### src/rtl/core/i2r_pkg.sv
// ----------------------------------------------------------------------------
// i2r_pkg
// Shared constants, term tables and control types for the integer to Roman
// numeral converter.
// ----------------------------------------------------------------------------
`default_nettype none

package i2r_pkg;

	localparam int unsigned VALUE_W  = 12;
	localparam int unsigned LETTER_W = 8;
	localparam int unsigned TERMS    = 13;
	localparam int unsigned TERM_W   = $clog2(TERMS);

	localparam logic [VALUE_W-1:0] MAX_VALUE = VALUE_W'(3999);

	// ASCII codes of the Roman letters
	localparam logic [LETTER_W-1:0] LTR_NONE = 8'h00;
	localparam logic [LETTER_W-1:0] LTR_I    = 8'h49;
	localparam logic [LETTER_W-1:0] LTR_V    = 8'h56;
	localparam logic [LETTER_W-1:0] LTR_X    = 8'h58;
	localparam logic [LETTER_W-1:0] LTR_L    = 8'h4C;
	localparam logic [LETTER_W-1:0] LTR_C    = 8'h43;
	localparam logic [LETTER_W-1:0] LTR_D    = 8'h44;
	localparam logic [LETTER_W-1:0] LTR_M    = 8'h4D;

	// Terms in descending weight; a term has one or two letters
	localparam logic [VALUE_W-1:0] TERM_WEIGHT [TERMS] = '{
		12'd1000, 12'd900, 12'd500, 12'd400, 12'd100, 12'd90, 12'd50,
		12'd40, 12'd10, 12'd9, 12'd5, 12'd4, 12'd1
	};
	localparam logic [LETTER_W-1:0] TERM_FIRST [TERMS] = '{
		LTR_M, LTR_C, LTR_D, LTR_C, LTR_C, LTR_X, LTR_L,
		LTR_X, LTR_X, LTR_I, LTR_V, LTR_I, LTR_I
	};
	localparam logic [LETTER_W-1:0] TERM_SECOND [TERMS] = '{
		LTR_NONE, LTR_M, LTR_NONE, LTR_D, LTR_NONE, LTR_C, LTR_NONE,
		LTR_L, LTR_NONE, LTR_X, LTR_NONE, LTR_V, LTR_NONE
	};

	// Controller to datapath
	typedef struct packed {
		logic load;   // take a new value
		logic step;   // produce the next letter into the output register
	} i2r_cmd_t;

	// Datapath to controller
	typedef struct packed {
		logic last;   // the letter produced by this step closes the run
	} i2r_sts_t;

endpackage

`default_nettype wire

### src/rtl/core/i2r_num_if.sv
// ----------------------------------------------------------------------------
// i2r_num_if
// Input channel: one unsigned value per beat.
// ----------------------------------------------------------------------------
`default_nettype none

interface i2r_num_if
	import i2r_pkg::*;
();
	logic               valid;
	logic               ready;
	logic [VALUE_W-1:0] value;

	modport source (output valid, output value, input ready);
	modport sink   (input valid, input value, output ready);
endinterface

`default_nettype wire

### src/rtl/core/i2r_roman_if.sv
// ----------------------------------------------------------------------------
// i2r_roman_if
// Output channel: one Roman letter per beat with last and error marks.
// ----------------------------------------------------------------------------
`default_nettype none

interface i2r_roman_if
	import i2r_pkg::*;
();
	logic                valid;
	logic                ready;
	logic [LETTER_W-1:0] letter;
	logic                last;
	logic                error;

	modport source (output valid, output letter, output last, output error, input ready);
	modport sink   (input valid, input letter, input last, input error, output ready);
endinterface

`default_nettype wire

### src/rtl/core/integer_to_roman.sv
// ----------------------------------------------------------------------------
// integer_to_roman
// Converts an unsigned 12-bit value to its standard Roman numeral and sends
// it as a run of ASCII letters, most significant first, last letter marked.
// ----------------------------------------------------------------------------
//
//  channel | dir | payload               | beat
//  --------+-----+-----------------------+---------------------------------
//  num     | in  | value[11:0]           | one value to convert
//  roman   | out | letter[7:0],last,error| one letter; error beat for 0/>3999
//
// An item is loaded, then sent one letter per cycle while the output
// register is not stalled (3888 needs 15 letters). A value of 0 or above
// 3999 gives a single error beat. Downstream stalls hold the output
// register and pause letter generation. A new value is taken as soon as
// the last letter of the previous run sits in the output register, even
// if it has not been taken yet. Reset clears the controller and the
// output valid; no clearing pass.
// ----------------------------------------------------------------------------
`default_nettype none

module integer_to_roman
	import i2r_pkg::*;
(
	input wire logic   clk,
	input wire logic   arst_n,
	i2r_num_if.sink    num,
	i2r_roman_if.source roman
);

	i2r_cmd_t cmd;
	i2r_sts_t sts;

	// Sequencing and handshakes
	i2r_ctrl u_ctrl (
		.clk         (clk),
		.arst_n      (arst_n),
		.num_valid   (num.valid),
		.num_ready   (num.ready),
		.roman_valid (roman.valid),
		.roman_ready (roman.ready),
		.cmd         (cmd),
		.sts         (sts)
	);

	// Remaining value, term choice and output payload
	i2r_dp u_dp (
		.clk    (clk),
		.cmd    (cmd),
		.sts    (sts),
		.value  (num.value),
		.letter (roman.letter),
		.last   (roman.last),
		.error  (roman.error)
	);

endmodule

`default_nettype wire

### src/rtl/core/i2r_dp.sv
// ----------------------------------------------------------------------------
// i2r_dp
// Datapath: remaining value, pending second letter of a subtractive pair,
// term selection and the output payload register.
// ----------------------------------------------------------------------------
`default_nettype none

module i2r_dp
	import i2r_pkg::*;
(
	input  wire logic                clk,
	input  wire i2r_cmd_t            cmd,
	output      i2r_sts_t            sts,
	input  wire logic [VALUE_W-1:0]  value,
	output      logic [LETTER_W-1:0] letter,
	output      logic                last,
	output      logic                error
);

	logic [VALUE_W-1:0]  rest_q;
	logic                err_q;
	logic                half_q;   // second letter of a pair is due
	logic [TERM_W-1:0]   term_q;

	logic [LETTER_W-1:0] letter_q;
	logic                last_q;
	logic                error_q;

	logic [TERM_W-1:0]   pick;
	logic [TERM_W-1:0]   cur;
	logic [VALUE_W-1:0]  weight;
	logic                pair_first;
	logic [LETTER_W-1:0] nxt_letter;
	logic                nxt_last;

	// Largest term that fits into what is left
	always_comb begin
		pick = TERM_W'(TERMS - 1);
		for (int t = TERMS - 1; t >= 0; t--) begin
			if (rest_q >= TERM_WEIGHT[t]) begin
				pick = TERM_W'(t);
			end
		end
	end

	always_comb begin
		cur        = half_q ? term_q : pick;
		weight     = TERM_WEIGHT[cur];
		pair_first = !half_q && (TERM_SECOND[pick] != LTR_NONE);
		if (err_q) begin
			nxt_letter = LTR_NONE;
			nxt_last   = 1'b1;
		end else if (half_q) begin
			nxt_letter = TERM_SECOND[term_q];
			nxt_last   = (rest_q == weight);
		end else begin
			nxt_letter = TERM_FIRST[pick];
			nxt_last   = !pair_first && (rest_q == weight);
		end
	end

	always_ff @(posedge clk) begin
		if (cmd.load) begin
			rest_q <= value;
			err_q  <= (value == '0) || (value > MAX_VALUE);
			half_q <= 1'b0;
		end else if (cmd.step) begin
			if (pair_first) begin
				half_q <= 1'b1;
				term_q <= pick;
			end else begin
				half_q <= 1'b0;
				rest_q <= rest_q - weight;
			end
		end
	end

	// Output payload register
	always_ff @(posedge clk) begin
		if (cmd.step) begin
			letter_q <= nxt_letter;
			last_q   <= nxt_last;
			error_q  <= err_q;
		end
	end

	assign sts.last = nxt_last;
	assign letter   = letter_q;
	assign last     = last_q;
	assign error    = error_q;

endmodule

`default_nettype wire

### src/rtl/core/i2r_ctrl.sv
// ----------------------------------------------------------------------------
// i2r_ctrl
// Controller: accepts a value, then steps the datapath once per letter while
// the output register is free; owns both handshakes.
// ----------------------------------------------------------------------------
`default_nettype none

module i2r_ctrl
	import i2r_pkg::*;
(
	input  wire logic     clk,
	input  wire logic     arst_n,
	input  wire logic     num_valid,
	output      logic     num_ready,
	output      logic     roman_valid,
	input  wire logic     roman_ready,
	output      i2r_cmd_t cmd,
	input  wire i2r_sts_t sts
);

	typedef enum logic [1:0] {
		ST_IDLE = 2'b01,
		ST_EMIT = 2'b10
	} state_t;

	state_t state_q;
	logic   out_valid_q;
	logic   slot_free;

	assign slot_free = !out_valid_q || roman_ready;
	assign num_ready = (state_q == ST_IDLE);
	assign cmd.load  = num_valid && num_ready;
	assign cmd.step  = (state_q == ST_EMIT) && slot_free;

	always_ff @(posedge clk or negedge arst_n) begin
		if (!arst_n) begin
			state_q     <= ST_IDLE;
			out_valid_q <= 1'b0;
		end else begin
			if (cmd.step) begin
				out_valid_q <= 1'b1;
			end else if (roman_ready) begin
				out_valid_q <= 1'b0;
			end
			case (state_q)
				ST_IDLE: begin
					if (cmd.load) begin
						state_q <= ST_EMIT;
					end
				end
				ST_EMIT: begin
					if (cmd.step && sts.last) begin
						state_q <= ST_IDLE;
					end
				end
				default: begin
					state_q <= ST_IDLE;
				end
			endcase
		end
	end

	assign roman_valid = out_valid_q;

endmodule

`default_nettype wire

### src/flat_wrapper.sv
// flat-port wrapper written by rule: the top's interface ports become plain ports
module integer_to_roman_flat import i2r_pkg::*;
  (clk, arst_n, num_valid, num_value, num_ready, roman_valid, roman_letter, roman_last, roman_error, roman_ready);
  i2r_num_if num_i ();
  i2r_roman_if roman_i ();
  input wire logic clk;
  input wire logic arst_n;
  input wire logic [$bits(num_i.valid)-1:0] num_valid;
  input wire logic [$bits(num_i.value)-1:0] num_value;
  output wire logic [$bits(num_i.ready)-1:0] num_ready;
  output wire logic [$bits(roman_i.valid)-1:0] roman_valid;
  output wire logic [$bits(roman_i.letter)-1:0] roman_letter;
  output wire logic [$bits(roman_i.last)-1:0] roman_last;
  output wire logic [$bits(roman_i.error)-1:0] roman_error;
  input wire logic [$bits(roman_i.ready)-1:0] roman_ready;
  assign num_i.valid = num_valid;
  assign num_i.value = num_value;
  assign num_ready = num_i.ready;
  assign roman_valid = roman_i.valid;
  assign roman_letter = roman_i.letter;
  assign roman_last = roman_i.last;
  assign roman_error = roman_i.error;
  assign roman_i.ready = roman_ready;
  integer_to_roman u_core (.clk(clk), .arst_n(arst_n), .num(num_i), .roman(roman_i));
endmodule
### config.mk
export PLATFORM = sky130hd
export DESIGN_NAME = integer_to_roman_flat
export DESIGN_NICKNAME = d
export VERILOG_FILES = /design/src/rtl/core/i2r_pkg.sv /design/src/rtl/core/i2r_num_if.sv /design/src/rtl/core/i2r_roman_if.sv /design/src/rtl/core/integer_to_roman.sv /design/src/rtl/core/i2r_dp.sv /design/src/rtl/core/i2r_ctrl.sv /design/src/flat_wrapper.sv
export SDC_FILE = /design/constraint.sdc
export NUM_CORES = 1
export LEC_CHECK = 0
export ABC_AREA = 1
export BUFFER_PORTS_ARGS = -buffer_cell sky130_fd_sc_hd__buf_2
export CAP_MARGIN = 20
export CORE_ASPECT_RATIO = 0.75
export CORE_MARGIN = 3
export CORE_UTILIZATION = 35
export CTS_CLUSTER_DIAMETER = 60
export DETAILED_ROUTE_END_ITERATION = 8
export GPL_ROUTABILITY_DRIVEN = 0
export SETUP_SLACK_MARGIN = 0.1
export SLEW_MARGIN = 10
export SYNTH_ARGS = -nofsm -noshare
export SYNTH_HDL_FRONTEND = slang
export SYNTH_SLANG_ARGS = --single-unit
### constraint.sdc
create_clock -name clk -period 10.9 [get_ports clk]
set_clock_uncertainty 0.1 [all_clocks]
set_input_delay 2.18 -clock clk [delete_from_list [all_inputs] [get_ports clk]]
set_output_delay 2.18 -clock clk [all_outputs]
set_load 0.005 [all_outputs]
==> flow_summary.toml, run 1 <==
[placed_design]
port_buffers = 25
placed_cells = 428
hpwl_mm = 4.535

[final_layout]
n_antenna_cell = 0
layout.nets = 383
syn_to_final_growth_pct = 11.99
n_fill_cell = 653
drive_above_1_share_pct = 17.46
stdcell_count = 436

[timing]
slew-limit-headroom_pct = 45.20
fin_crit_sh_pct = 40.93
fmax_ghz = 0.2241
fin_crit_ps = 4462
fin_tns_setup_ps = 0
rsz0062_at_grt = "false"
hold_viol = 0
worst_pin_slew_ps = 818.9
finalMaxSlewViolations = 0
final-setup-viol-count = 0

[min_path]
hold_depth = 2
hold_class = "flop to flop"
min_to = "u_core.u_ctrl.roman_valid"
min_from = "u_core.u_ctrl.roman_valid"

[synthesis]
synth.top_cell.area_share_pct = 31.56
synth_area_um2 = 2379
synthCells = 326
synth_edf_count = 25
ys_ff_latch = 29
synth.distinct_cells = 48
syn_area_per_cell_um2 = 7.296
ys_top_cells_by_count = "nand2_1, inv_1, nor2_1"
synth.area.top_cells = "edfxtp_1, nand2_1, inv_1"
yosysTopAreaCell = "edfxtp_1"
ys_seq_area_share_pct = 35.61
synthFlopType = "edfxtp_1"
ys_warn_count = 0
yosysMostFrequentCell = "nand2_1"
async_reset_ff_share_pct = 10.34

[job]
drv_cap = 0

[clock_tree]
cts_hold_buf = 0
cts_tree = "built"
clock_latency_ps = 280
post_cts_buffers = 0
h-tree-depth = 2
post_cts_resized = 0
clock-sinks = 29
clk_root_buffer_cell = "clkbuf_8"
clockBufferDepth = 2
cts_buffers = 5
cts.clk_slew.worst_paths_ps = 60

[routing]
drtPass1Iterations = 4
wl_mm = 5.633
ant_nets = 0
remaining_drc_errors = 0
vias = 2168
viasPerCell = 4.972
drt-initial-drc-count = 189
wire_per_inst_um = 12.92

[floorplanning]
dieArea_um2 = 7831
rows = 25
dieWidth_um = 101.2
die_h_um = 77.39
ios = 28
core_um2 = 6444
start_util_pct = 36.91

[worst_setup_path]
reg2reg_depth = 26
crit_buf_inv = 3
startpoint = "u_core.u_dp.rest_q[9]"
critPathArrivalTime_ps = 4370
crit_family = "simple AND/OR/NAND/NOR gates"
timing.critical_path.mode_cell = "nand2_1"
max_stage_delay_ps = 460
r2r-start = "u_core.u_dp.rest_q[9]"
reg2reg_slack_ps = 6440
setup.worst_path.start_class = "flop"
critical_path_class = "flop to flop"
reg2reg_to = "u_core.u_dp.rest_q[10]"
worstPathRequired_ps = 10810
end_kind = "flop"
crit_fanout = 6
cp_slowest_cell = "edfxtp_1"

[global_route]
track_usage_pct = 15.38
grt_max_degree = 18
overflow = 0
grt_pass1_wl_mm = 9.666
antenna_found_initial = 0
grt_pass1_vias = 2053

[run_status]
status = "complete, no violations"
==> cells in the final DEF, fill, tap and decap left out, types with 3 or more instances in the layout <==
master,instances
inv_1,47
edfxtp_1,25
nor4_1,4
o21ai_0,21
a21oi_1,17
ha_1,12
nand2_1,76
o21ai_1,5
inv_2,8
nand3_1,16
nor2_1,36
xnor2_1,3
o211ai_1,3
nand2_2,4
buf_2,25
clkbuf_8,5
nor3_1,5
==> metal layers <==
layer / up-vias / GRT usage (%) / wire (um)
li1: 1137 / - / -
met1: 972 / 23.80 / 2923
met2: 53 / 21.02 / 2307
met3: 6 / 4.133 / 339
met4: 0 / 3.586 / 63
met5: - / 0 / 0
==> through the flow <==
stage               hold slack (ps)  setup slack [ps]  utilization (%)  cell area [um^2]
floorplan                     419.4              7042                -              2382
global placement              441.9              6589            40.06              2581
detailed placement            446.2              6512            40.06              2581
CTS                           460.4              6478            41.34              2664
global route                  514.8              5939            41.34              2664
finish                        454.6              6438            41.34              2664
==> registers in the layout, summed over array words and instances, names as in the netlist <==
signal,count
u_core.u_dp.term_q,4
u_core.u_dp.last,1
u_core.u_dp.letter,6
u_core.u_ctrl.state_q,2
u_core.u_dp.err_q,1
u_core.u_dp.rest_q,12
u_core.u_dp.error,1
u_core.u_dp.half_q,1
u_core.u_ctrl.roman_valid,1
==> worst max path at each step <==
stage | slack [ps] | endpoint | depth (start not counted)
3_3_place_gp | 6590 | u_core.u_dp.rest_q[10] | 30
2_1_floorplan | 7040 | u_core.u_dp.rest_q[10] | 30
5_1_grt | 5940 | u_core.u_dp.rest_q[10] | 26
3_5_place_dp | 6510 | u_core.u_dp.rest_q[10] | 30
6_report | 6440 | u_core.u_dp.rest_q[10] | 26
4_1_cts | 6480 | u_core.u_dp.rest_q[10] | 30
==> area by class of cell <==
class | instances | area [um^2] | area share (%)
inverter | 57 | 216.5 | 8.126
multi-input combinational | 236 | 1291 | 48.47
timing repair buffer | 25 | 125.1 | 4.697
sequential | 29 | 847.1 | 31.80
tap | 81 | 101.3 | 3.805
clock buffer | 6 | 72.57 | 2.724
clock inverter | 2 | 10.01 | 0.3758
==> worst min-delay path, cell delays in order, from the launching register on <==
cell and delay, ps:
dfrtp_1 370, inv_1 60, o21ai_0 80
==> cells by family (layout without fill, tap and decap cells) <==
logic type,Yosys count,in the layout,synth area share (%)
compound gates,64,64,16.89
xor+xnor,4,4,1.473
fa+ha+maj,13,13,7.154
buf+inv,62,90,10.26
flops,29,29,35.61
other cells,1,2,0.1577
simple gates,153,153,28.46
Power of run 1 is not shown: default switching activity piles up to over one toggle a cycle in this logic, so the estimate is an artifact.
==> run 2, diff against run 1 <==
--- a/config.mk
+++ b/config.mk
@@ -5,7 +5,7 @@
 export SDC_FILE = /design/constraint.sdc
 export NUM_CORES = 1
 export LEC_CHECK = 0
-export ABC_AREA = 1
+export ABC_AREA = 0
 export BUFFER_PORTS_ARGS = -buffer_cell sky130_fd_sc_hd__buf_2
 export CAP_MARGIN = 20
 export CORE_ASPECT_RATIO = 0.75
==> constraint.sdc (replaced) <==
create_clock -name clk -period 4.5 [get_ports clk]
set_clock_uncertainty 0.1 [all_clocks]
set_input_delay 0.9 -clock clk [delete_from_list [all_inputs] [get_ports clk]]
set_output_delay 0.9 -clock clk [all_outputs]
set_load 0.005 [all_outputs]
==> flow_summary.toml, run 2 <==
[synthesis]
yosysMostFrequentCell = "nor2_1"
yosysTopAreaCell = "edfxtp_1"
async_reset_ff_share_pct = 10.34
synthFlopType = "edfxtp_1"
ys_seq_area_share_pct = 34.59
synth_area_um2 = 2449
synth.top_cell.area_share_pct = 30.66
synth_edf_count = 25
syn_area_per_cell_um2 = 8.808
ys_ff_latch = 29
synthCells = 278
ys_top_cells_by_count = "nor2_1, nand2_1, edfxtp_1"
synth.area.top_cells = "edfxtp_1, ha_1, nor2_1"
synth.distinct_cells = 70
ys_warn_count = 0

[clock_tree]
clk_root_buffer_cell = "clkbuf_8"
cts_buffers = 5
clockBufferDepth = 2
clock_latency_ps = 280
clock-sinks = 29
cts_hold_buf = 0
cts.clk_slew.worst_paths_ps = 70
h-tree-depth = 2
cts_tree = "built"

[run_status]
status = "complete, no violations"

[pwr]
vdd_drop_max_uv = 358.3
power.density_nw_per_um2 = 848.8
p_leak_nw = 1.166

[final_layout]
n_antenna_cell = 0
drive_above_1_share_pct = 23.66
top_register = "u_core.u_dp.rest_q"
syn_to_final_growth_pct = 17.17
layout_commonest_cell = "nor2_1"
largest_reg_flops = 12
final_cell_mix = "nor2_1, nand2_1, buf_2, edfxtp_1, buf_4"
layout.nets = 345

[routing]
ant_nets = 0
wl_mm = 6.210
drt-initial-drc-count = 127
wire_per_inst_um = 15.60
drtPass1Iterations = 5
viasPerCell = 5.545
remaining_drc_errors = 0
vias = 2207

[floorplanning]
start_util_pct = 37.45
dieWidth_um = 102.6
core_um2 = 6538
die_h_um = 78.44
rows = 25
dieArea_um2 = 8046
ios = 28

[global_route]
track_usage_pct = 15.96
antenna_found_initial = 0
grt_max_degree = 23
grt_pass1_wl_mm = 10.24
grt_pass1_vias = 2133
overflow = 0

[job]
drv_cap = 0

[worst_setup_path]
reg2reg_to = "u_core.u_dp.rest_q[11]"
crit_fanout = 7
reg2reg_slack_ps = 230
end_kind = "flop"
path_cells = "or4b_4 > a21oi_2 > o211a_1 > nor2_2 > o31a_4 > ha_4 > nor2_1 > a211o_1 > ha_4 > a21o_1 > or3_1 > o221a_2 > or4_1 > nand3_1"
critPathArrivalTime_ps = 4310
timing.critical_path.mode_cell = "ha_4"
worstPathRequired_ps = 4540
reg2reg_depth = 14
cp_slowest_cell = "or4b_4"
r2r-start = "u_core.u_dp.rest_q[3]"
critical_path_class = "flop to flop"
setup.worst_path.start_class = "flop"
max_stage_delay_ps = 520

[timing]
final-setup-viol-count = 0
fin_crit_ps = 4268
fin_crit_sh_pct = 94.85
hold_viol = 0
setup_ws_ps = 231.9
fin_tns_setup_ps = 0
rsz0062_at_grt = "true"
worst_pin_slew_ps = 724.7
fmax_ghz = 0.2343
finalMaxSlewViolations = 0
slew-limit-headroom_pct = 51.57

[placed_design]
hpwl_mm = 4.656
port_buffers = 25
pre_cts_ws_ps = 108.1

[min_path]
hold_class = "input port to asynchronous set/reset pin"
==> run 2: cell types whose count changed in the layout (fill, tap and decap cells not counted), sizes merged, moves of 5 or more <==
| cell | change |
|---|---|
| buf | +21 |
| inv | -44 |
| nand2 | -54 |
| nand2b | +5 |
| nand3 | -5 |
| nor2 | -11 |
| nor2b | +6 |
| nor3 | +9 |
| o21ai | -8 |
| or3 | +7 |
==> run 2: final cells by class <==
cell class | instances | area (um^2)
fillers | 649 | 3669
multi-input cells | 221 | 1499
flip-flops and latches | 29 | 847.1
repair buffers | 46 | 282.8
well taps | 81 | 101.3
clock buffers | 8 | 90.09
inverters | 13 | 48.80
==> run 2: layer usage <==
layer | vias to the layer above | GRT usage (%) | wire [um]
met5 | - | 0 | 0
met4 | 0 | 3.539 | 58
met3 | 4 | 3.286 | 356
met2 | 57 | 22.68 | 2663
met1 | 1029 | 24.56 | 3131
li1 | 1117 | - | -
==> run 2: kinds of logic after synthesis <==
kind of cell,count (synthesis),share of synthesized area [%]
muxes,4,1.890
AOI/OAI and AO/OA,78,23.25
buffers and inverters,29,5.927
xor gates and xnor gates,4,1.431
and+or+nand+nor,119,25.40
other,1,0.1531
adders and majority gates,14,7.358
DFF,29,34.59
==> run 2: how the worst max path moves through the flow <==
stage | startpoint | end | slack, ps | cells after the start
final | u_core.u_dp.rest_q[3] | u_core.u_dp.rest_q[11] | 230 | 14
after global routing | u_core.u_dp.rest_q[3] | u_core.u_dp.rest_q[11] | 20 | 15
after CTS | u_core.u_dp.rest_q[0] | u_core.u_dp.rest_q[11] | 160 | 14
after detailed placement | u_core.u_dp.rest_q[1] | u_core.u_dp.rest_q[11] | 110 | 14
after global placement | u_core.u_dp.rest_q[1] | u_core.u_dp.rest_q[10] | 190 | 15
after floorplan | u_core.u_dp.rest_q[3] | u_core.u_dp.rest_q[11] | 310 | 17
==> run 2: per-stage QoR <==
stage	utilization (%)	power [mW]	hold slack, ps	cells	cell area [um^2]
after floorplan	-	1.721	324.4	279	2452
after global placement	41.11	2.071	410.8	383	2688
after detailed placement	41.11	2.072	399.7	383	2688
after CTS	43.06	2.344	303.9	395	2815
after global routing	43.89	2.665	298.8	398	2869
final	43.89	2.435	313.0	398	2869
==> run 2: repair_timing <==
action,4_1_cts,5_1_grt
endpoints found under the setup margin,2,6
gates resized for setup,1,5
setup buffers,4,3
==> run 2: where the power goes <==
group	leakage [nW]	switching (mW)	total [mW]	internal, mW
Clock	0.0455	0.101	0.225	0.125
Sequential	0.277	0.0938	0.568	0.474
Combinational	0.844	0.908	1.64	0.734
Total	1.17	1.10	2.44	1.33
==> run 2: worst max-delay path, delay by kind of cell, from the launching register on <==
kind	cells	cell delay, ps
AND/OR/NAND/NOR	6	1500
AO/OA/AOI/OAI	6	1470
adder cells (fa/ha/maj)	2	530
flip-flops	1	510
(Power assumes the default switching activity.)
